==> src/sv/ipab_pkg.sv <==
`timescale 1ns / 1ps
// Shared types, constants and helpers for the integer_parse_any_base block.
// No dependencies; imported by every module of the block.
package ipab_pkg;

  localparam int MAX_BASE  = 16;                 // symbols in the base table
  localparam int SYM_W     = 8;
  localparam int IDX_W     = $clog2(MAX_BASE);   // digit index width
  localparam int LEN_W     = $clog2(MAX_BASE) + 1;
  localparam int SYMS_W    = MAX_BASE * SYM_W;
  localparam int CFG_IDX_W = 2;
  localparam int CFG_W     = 64;
  localparam int VAL_W     = 32;

  localparam logic [SYM_W-1:0] CH_PLUS  = 8'h2B;
  localparam logic [SYM_W-1:0] CH_MINUS = 8'h2D;
  localparam logic [SYM_W-1:0] CH_SPACE = 8'h20;
  localparam logic [SYM_W-1:0] CH_TAB   = 8'h09;
  localparam logic [SYM_W-1:0] CH_CR    = 8'h0D;
  localparam logic [SYM_W-1:0] CH_NUL   = 8'h00;

  localparam logic [CFG_IDX_W-1:0] CFG_SYMBOLS_LOW  = 2'd0;
  localparam logic [CFG_IDX_W-1:0] CFG_SYMBOLS_HIGH = 2'd1;
  localparam logic [CFG_IDX_W-1:0] CFG_BASE_LEN     = 2'd2;

  typedef enum logic [1:0] {
    PH_SKIP   = 2'd0,
    PH_SIGN   = 2'd1,
    PH_DIGITS = 2'd2,
    PH_DONE   = 2'd3
  } phase_t;

  typedef struct packed {
    logic             hit;
    logic [IDX_W-1:0] index;
  } digit_t;

  function automatic logic is_space(input logic [SYM_W-1:0] c);
    return (c == CH_SPACE) || (c >= CH_TAB && c <= CH_CR);
  endfunction

endpackage

==> src/sv/ipab_base_check.sv <==
`timescale 1ns / 1ps
// Base table validity check: length range, forbidden symbols, duplicates.
// Depends on ipab_pkg.
module ipab_base_check
  import ipab_pkg::*;
(
  input  logic [SYMS_W-1:0] syms,
  input  logic [LEN_W-1:0]  base_len,
  output logic              base_ok
);

  logic [MAX_BASE-1:0] sym_bad;

  always_comb begin
    for (int k = 0; k < MAX_BASE; k++) begin
      sym_bad[k] = 1'b0;
      if (LEN_W'(k) < base_len) begin
        if (syms[k*SYM_W +: SYM_W] == CH_NUL || syms[k*SYM_W +: SYM_W] == CH_PLUS ||
            syms[k*SYM_W +: SYM_W] == CH_MINUS || is_space(syms[k*SYM_W +: SYM_W])) begin
          sym_bad[k] = 1'b1;
        end
        // repeat of any earlier symbol
        for (int j = 0; j < k; j++) begin
          if (syms[j*SYM_W +: SYM_W] == syms[k*SYM_W +: SYM_W]) begin
            sym_bad[k] = 1'b1;
          end
        end
      end
    end
  end

  assign base_ok = (base_len >= LEN_W'(2)) && (base_len <= LEN_W'(MAX_BASE)) && !(|sym_bad);

endmodule

==> src/sv/ipab_digit_match.sv <==
`timescale 1ns / 1ps
// Parallel lookup of one character in the base symbol table.
// Depends on ipab_pkg; lowest matching index wins.
module ipab_digit_match
  import ipab_pkg::*;
(
  input  logic [SYM_W-1:0]  ch,
  input  logic [SYMS_W-1:0] syms,
  input  logic [LEN_W-1:0]  base_len,
  output digit_t            digit
);

  always_comb begin
    digit.hit   = 1'b0;
    digit.index = '0;
    for (int k = MAX_BASE - 1; k >= 0; k--) begin
      if (LEN_W'(k) < base_len && syms[k*SYM_W +: SYM_W] == ch) begin
        digit.hit   = 1'b1;
        digit.index = IDX_W'(k);
      end
    end
  end

endmodule

==> src/sv/integer_parse_any_base.sv <==
`timescale 1ns / 1ps
// integer_parse_any_base: parses a signed integer from a character stream, one character
// per transfer, in a base whose symbols come from configuration. Sustained rate is one
// character per cycle: an input register feeds a combinational parse step (symbol lookup
// plus one accumulate of value * base_len + index) that updates the parse state and, on
// the character marked last, loads the result register. in_ready drops only while a last
// character waits in the input register and the result register holds an untaken result.
// Depends on ipab_pkg, ipab_base_check, ipab_digit_match.
module integer_parse_any_base
  import ipab_pkg::*;
(
  input  logic                    clk,
  input  logic                    rst,
  input  logic                    cfg_valid,
  output logic                    cfg_ready,
  input  logic [CFG_IDX_W-1:0]    cfg_index,
  input  logic [CFG_W-1:0]        cfg_data,
  input  logic                    in_valid,
  output logic                    in_ready,
  input  logic [SYM_W-1:0]        ch,
  input  logic                    last,
  output logic                    out_valid,
  input  logic                    out_ready,
  output logic signed [VAL_W-1:0] value,
  output logic                    base_ok
);

  logic [CFG_W-1:0] symbols_low;
  logic [CFG_W-1:0] symbols_high;
  logic [LEN_W-1:0] base_len;

  logic             s1_valid;
  logic [SYM_W-1:0] s1_ch;
  logic             s1_last;

  phase_t           phase, phase_next;
  logic             negative, negative_next;
  logic [VAL_W-1:0] accumulator, accumulator_next;

  logic [SYMS_W-1:0] syms;
  logic              cfg_ok;
  digit_t            digit;
  logic              advance;
  logic              out_free;
  logic [VAL_W-1:0]  acc_scaled;
  logic [VAL_W-1:0]  result_value;

  assign cfg_ready = 1'b1;
  assign syms      = {symbols_high, symbols_low};

  always_ff @(posedge clk) begin
    if (rst) begin
      symbols_low  <= '0;
      symbols_high <= '0;
      base_len     <= '0;
    end else if (cfg_valid && cfg_ready) begin
      case (cfg_index)
        CFG_SYMBOLS_LOW:  symbols_low  <= cfg_data;
        CFG_SYMBOLS_HIGH: symbols_high <= cfg_data;
        CFG_BASE_LEN:     base_len     <= cfg_data[LEN_W-1:0];
        default:          ;
      endcase
    end
  end

  ipab_base_check u_base_check (
    .syms     (syms),
    .base_len (base_len),
    .base_ok  (cfg_ok)
  );

  ipab_digit_match u_digit_match (
    .ch       (s1_ch),
    .syms     (syms),
    .base_len (base_len),
    .digit    (digit)
  );

  // a last character needs the result slot; others always move on
  assign out_free = !out_valid || out_ready;
  assign advance  = s1_valid && (!s1_last || out_free);
  assign in_ready = !s1_valid || advance;

  always_ff @(posedge clk) begin
    if (rst) begin
      s1_valid <= 1'b0;
    end else if (in_ready) begin
      s1_valid <= in_valid;
    end
  end

  always_ff @(posedge clk) begin
    if (in_valid && in_ready) begin
      s1_ch   <= ch;
      s1_last <= last;
    end
  end

  assign acc_scaled = VAL_W'(accumulator * VAL_W'(base_len));

  always_comb begin
    phase_next       = phase;
    negative_next    = negative;
    accumulator_next = accumulator;
    if (phase_next == PH_SKIP && !is_space(s1_ch)) begin
      phase_next = PH_SIGN;
    end
    if (phase_next == PH_SIGN) begin
      if (s1_ch == CH_MINUS) begin
        negative_next = !negative;
      end else if (s1_ch != CH_PLUS) begin
        phase_next = PH_DIGITS;
      end
    end
    if (phase_next == PH_DIGITS) begin
      if (!digit.hit || s1_ch == CH_NUL) begin
        phase_next = PH_DONE;
      end else begin
        accumulator_next = acc_scaled + VAL_W'(digit.index);
      end
    end
  end

  assign result_value = !cfg_ok        ? '0 :
                        negative_next  ? VAL_W'(0) - accumulator_next : accumulator_next;

  always_ff @(posedge clk) begin
    if (rst) begin
      phase       <= PH_SKIP;
      negative    <= 1'b0;
      accumulator <= '0;
    end else if (advance) begin
      if (s1_last) begin
        phase       <= PH_SKIP;
        negative    <= 1'b0;
        accumulator <= '0;
      end else begin
        phase       <= phase_next;
        negative    <= negative_next;
        accumulator <= accumulator_next;
      end
    end
  end

  always_ff @(posedge clk) begin
    if (rst) begin
      out_valid <= 1'b0;
    end else if (advance && s1_last) begin
      out_valid <= 1'b1;
    end else if (out_ready) begin
      out_valid <= 1'b0;
    end
  end

  always_ff @(posedge clk) begin
    if (advance && s1_last) begin
      value   <= result_value;
      base_ok <= cfg_ok;
    end
  end

  a_bad_base_zero: assert property (@(posedge clk) disable iff (rst)
    out_valid && !base_ok |-> value == '0)
    else $error("invalid base produced nonzero value");

  a_state_cleared: assert property (@(posedge clk) disable iff (rst)
    advance && s1_last |=> phase == PH_SKIP && !negative && accumulator == '0)
    else $error("parse state not cleared after end of string");

  a_s1_held: assert property (@(posedge clk) disable iff (rst)
    s1_valid && !advance |=> s1_valid && $stable(s1_ch) && $stable(s1_last))
    else $error("stalled input register overwritten");

  a_result_source: assert property (@(posedge clk) disable iff (rst)
    out_valid && !$past(out_valid) |-> $past(advance && s1_last))
    else $error("result raised without a final character");

endmodule
==> config.mk <==
export PLATFORM = sky130hd
export DESIGN_NAME = integer_parse_any_base
export DESIGN_NICKNAME = d
export VERILOG_FILES = /design/src/sv/ipab_pkg.sv /design/src/sv/ipab_base_check.sv /design/src/sv/ipab_digit_match.sv /design/src/sv/integer_parse_any_base.sv
export SDC_FILE = /design/constraint.sdc
export NUM_CORES = 2
export LEC_CHECK = 0
export ABC_AREA = 0
export CORE_MARGIN = 2
export CORE_UTILIZATION = 40
export CTS_BUF_LIST = sky130_fd_sc_hd__clkbuf_16
export DETAILED_ROUTE_END_ITERATION = 8
export DONT_BUFFER_PORTS = 1
export PLACE_DENSITY = 0.65
export RECOVER_POWER = 100
export SLEW_MARGIN = 5
export SYNTH_ARGS = -nofsm -noshare
export SYNTH_HDL_FRONTEND = slang
export SYNTH_HIERARCHICAL = 1
export SYNTH_SLANG_ARGS = --single-unit
==> constraint.sdc <==
create_clock -name clk -period 17.1 [get_ports clk]
set_clock_uncertainty 0.05 [all_clocks]
set_input_delay 1.71 -clock clk [delete_from_list [all_inputs] [get_ports clk]]
set_output_delay 1.71 -clock clk [all_outputs]
set_load 0.05 [all_outputs]
### Word-level counts from Yosys, hierarchy flattened

Index checks and enable logic that the tools add are counted.
W data, S select, Z words.

* $add $sub $neg: 2
* multipliers: 1
* magnitude comparators: 52
* eq/ne operators: 191
* mux-type cells: 184
* reduce and logical (&&, ||, !) cells: 139

Operator list (number)
* $eq A8 B8 Y1: 136
* $eq A8 B6 Y1 const B: 50
* $mux W1: 157
* $ge A8 B4 Y1 const B: 17
* $le A8 B4 Y1 const B: 17
* $logic_not A8 Y1: 17
* $mux W32: 4
* $mux W5: 16
* $logic_or A1 B1 Y1: 69
* $lt A4 B5 Y1 const A: 8
* $logic_and A1 B1 Y1: 39
* $add A32 B4 Y32: 1
* $mul A32 B5 Y32: 1
* $sub A1 B32 Y32 const A: 1
* $lt A3 B5 Y1 const A: 4
* $reduce_or A16 Y1: 1
* $mux W2: 7
* $lt A1 B5 Y1 const A: 2
* $lt A2 B5 Y1 const A: 2
* $ne A8 B6 Y1 const B: 1
* $logic_not A1 Y1: 7
* $reduce_and A2 Y1: 3
* $ge A5 B2 Y1 const B: 1
* $le A5 B5 Y1 const B: 1
* 4 further kinds: 7

* bits in registers: 212
* input bits: 80
* output and inout bits: 36
* logic and storage cells: 581

### Depth between registers and ports, before layout

* depth after elaboration: 24
* depth in mapped cells: 28
* depth with buffers taken out: 25

### By module

The synthesis kept the hierarchy.

By module, submodules not included
* integer_parse_any_base: times used 1, cells each 1757, area an instance 14457.6 sq um, seq. area each 4664.5 sq um
* ipab_base_check: times used 1, cells each 1747, area an instance 13937.1 sq um, seq. area each 0.0 sq um
* ipab_digit_match: times used 1, cells each 250, area an instance 1909.3 sq um, seq. area each 0.0 sq um

### Worst setup path after synthesis

OpenSTA, ideal clock, no wires.

* kind: reg-to-reg
* start: register base_len[4]
* end: register value[28] (data pin)
* library setup time: 0.255 ns
* arrival time: 6.394 ns
* required time: 16.795 ns
* path slack: 10.402 ns
* cell stages (with the launch flop): 28
* path buffers: 3
* period minus slack after synthesis: 6.698 ns
* cells stage by stage: dfxtp_1 > buf_6 > or2_2 > clkbuf_1 > o21ai_1 > nor3_1 > or2_2 > nor2_1 > and4b_1 > inv_1 > fa_1 > inv_1 > ha_1 > inv_1 > fa_1 > fa_1 > nand2b_1 > a211oi_1 > o21ba_2 > o31ai_1 > a2111oi_0 > mux2i_1 > o311ai_0 > or2_2 > clkbuf_1 > o41ai_2 > xnor2_1 > and2_1

RTL lines
* start, declared: line integer_parse_any_base.sv:30 `logic [LEN_W-1:0] base_len;`
* start signal, assigned: line integer_parse_any_base.sv:60 `CFG_BASE_LEN: base_len <= cfg_data[LEN_W-1:0];`
* end signal, assigned: line integer_parse_any_base.sv:157 `value <= result_value;`
* end, declared: line integer_parse_any_base.sv:24 `output logic signed [VAL_W-1:0] value,`

==> metrics.cfg <==
[final_layout]
finalNetCount = 3774
regArea_um2 = 4670
num-fill-cells = 7524
drive_gt1_share_pct = 5.95
multiInputGateArea_um2 = 22100
final_cell_count_no_fill = 4536
syn_to_final_growth_pct = 0.471

[worst_setup_path]
crit_buf_inv = 1
path_cells = xnor2_1 -> nand4_1 -> nor3_1 -> or2_0 -> o21ai_0 -> a311oi_1 -> fa_1 -> ha_1 -> inv_1 -> fa_1 -> fa_1 -> nand2b_1 -> a211oi_1 -> o21ai_0 -> a22oi_1 -> nand3_1 -> o21ai_0 -> o2111ai_1 -> or3_1 -> o31ai_1 -> xnor2_1 -> and2_0
required_ps = 17350
critical_path.max_fanout = 22
crit_path_end_kind = flop
slowest_delay_ps = 1120
crit_type = reg -> reg
arrival_ps = 8570
worstSetupStartpointType = flop
slowest_stage = edfxtp_1
crit_family = compound AO/OA/AOI/OAI gates

[die]
start_util_pct = 40.6
dieArea_um2 = 78000
placement_rows = 100
fp.dieW_um = 279
ios = 116
core-area_um2 = 74700
fp.dieH_um = 279

[run_status]
status = finished with violations
violations = max-capacitance violations, max-slew violations

[synthesis]
syn_avg_cell_area_um2 = 8.07
synth_most_common_cell = xor2_1
synth_edf_count = 42
yosysTopAreaCellShare_pct = 17.4
ys_ff_latch = 212
netlist_top_cells_area = xor2_1 17%, xnor2_1 16%, dfxtp_1 11%, fa_1 5.7%, nand2_1 4.8%
synthArstFlopShare_pct = 0
synth_cells = 3754
ys_seq_area_share_pct = 15.4
ys_warn_count = 6
synth_common_cells = 602 x xor2_1, 550 x xnor2_1, 384 x nand2_1
synth_area_leader_cell = xor2_1
ys.flop_type = dfxtp_1
synthDistinctLibCells = 89
syn-cell-area_um2 = 30300
syn_nets = 3983

[pwr]
power_mw = 1.54
vdd_drop_max_uv = 72.2
p_per_area_nw_per_um2 = 50.7
power.leakage_nw = 13.9

[placed_design]
hpwl_um = 68500
dp.cells = 4487
gp_congestion = 0.979
port_buffers = 0

[route]
ant_nets = 0
vias = 27419
drt-total-wl_um = 110000
drtIter0Drc = 4076
wire_per_inst_um = 24.2
firstDrtPassIters = 6
drc_errors = 0
routed_via_density = 6.04

[clock_network]
path_clk_slew_ps = 60
numCtsBuffers = 25
cts-root-buf = clkbuf_16
clk_latency_ps = 610
clock_path_buffers = 3
cts_resized = 0
cts-htree-levels = 1
cts.sinks = 212
holdBufCountCts = 0
postCtsSetupRepairBufs = 0
cts_tree = yes

[worst_hold_path]
hp-class = reg -> reg

[global_route]
grt_pass1_wl_um = 165000
overflow = 0
antenna_found_initial = 2
grt_pass1_vias = 25739
grt_start_max_net_pins = 171
grtUsageTotal_pct = 27.3

[sta]
holdWs_ps = 480
max-slew-margin-rel_pct = -125
finalCriticalPeriod_ps = 8320
finalSetupViolations = 0
tightest_slew_ps = 3380
slew_violations = 241
period_share_pct = 48.7
hold_viol = 0
fmax_ghz = 0.120
rsz0062_at_grt = false
setup-tns-final_ps = 0

[flow_run]
maxCapViolations = 5

## final cells by class
cell class	instances	area share, %
Clock inverter	21	0.604
Multi-Input combinational cell	2998	72.5
Antenna cell	3	0.0247
Timing Repair Buffer	148	3.56
Tap cell	969	3.98
Clock buffer	25	2.05
Sequential cell	212	15.3
Inverter	160	1.97
## cells by family (layout without fill, tap and decap cells)
kind of cell | after synthesis | in the layout | share of synthesized area [%]
muxes | 20 | 20 | 0.665
adders and majority gates | 149 | 149 | 8.28
xor gates and xnor gates | 1152 | 1152 | 33.3
and+or+nand+nor | 1204 | 1204 | 20.7
DFF | 212 | 212 | 15.4
buffers and inverters | 544 | 354 | 11.8
AOI/OAI and AO/OA | 472 | 472 | 9.91
other | 1 | 4 | 0.0124
## cells in the final DEF (no fill, tap or decap), types with 8 or more instances in the layout
master,Yosys,final
xor2_1,602,601
xnor2_1,550,549
nand2_1,384,384
a21oi_1,216,216
nor4_1,176,176
dfxtp_1,170,168
inv_1,160,161
and2_1,167,151
nand4_1,143,143
buf_4,147,141
nor2_1,136,136
fa_1,86,86
ha_1,63,63
o21ai_0,56,59
nor3_1,45,45
nand3_1,44,44
edfxtp_1,42,42
a22oi_1,28,28
clkbuf_16,0,25
mux2i_1,19,19
and2_0,2,18
or3_1,17,17
nand2b_1,17,17
and3_1,16,16
o31ai_1,15,15
a31oi_1,13,13
a211oi_1,13,13
a21o_1,12,12
o211ai_1,9,10
a22o_1,10,10
nor2b_1,9,9
or2_2,9,8
## routing by layer
layer,vias up,share of wire [%],track usage [%]
met3,434,12,5.89
li1,12040,-,-
met1,13079,40,35.5
met4,0,6.5,15.1
met5,-,0,0
met2,1866,42,41.7
## stage by stage
stage	cell area, um2	worst slack (ps)	util, %
final	30400	8780	40.8
after global routing	30400	8290	40.8
after CTS	30500	9170	40.8
after detailed placement	29700	9210	39.8
after global placement	29700	9260	39.8
after floorplan	30300	10400	-
## sequential cells by signal, summed over array words and instances, names as in the netlist
name and cells:
s1_ch 8, accumulator 32, base_len 5, phase 2, negative 1, s1_valid 1
base_ok 1, value 32, symbols_high 64, out_valid 1, s1_last 1, symbols_low 64
## worst register-to-register path, stage by stage (launching register included)
cell and delay, ps:
edfxtp_1 1120, xnor2_1 250, nand4_1 140, nor3_1 300
or2_0 220, o21ai_0 160, a311oi_1 540, fa_1 500
ha_1 200, inv_1 70, fa_1 460, fa_1 470
nand2b_1 190, a211oi_1 660, o21ai_0 240, a22oi_1 350
nand3_1 110, o21ai_0 600, o2111ai_1 430, or3_1 440
o31ai_1 260, xnor2_1 100, and2_0 150
## power breakdown
part	switching, mW	total (mW)	internal, mW	leakage (nW)
Clock	0.245	0.545	0.300	0.399
Combinational	0.278	0.449	0.170	11.7
Sequential	0.0254	0.550	0.524	1.74
Total	0.549	1.54	0.994	13.9
## worst paths after layout
kind                    startpoint                 endpoint  slack [ps]  cells past startpoint
max             s1_ch[0]$_DFFE_PP_  value[25]$_SDFFCE_PN0P_        8780                     22
min          s1_valid$_SDFFE_PP0N_    phase[0]$_SDFFE_PP0P_         480                      2
max reg2reg     s1_ch[0]$_DFFE_PP_  value[25]$_SDFFCE_PN0P_        8780                     22
min reg2reg  s1_valid$_SDFFE_PP0N_    phase[0]$_SDFFE_PP0P_         480                      2
(Power assumes the default switching activity.)
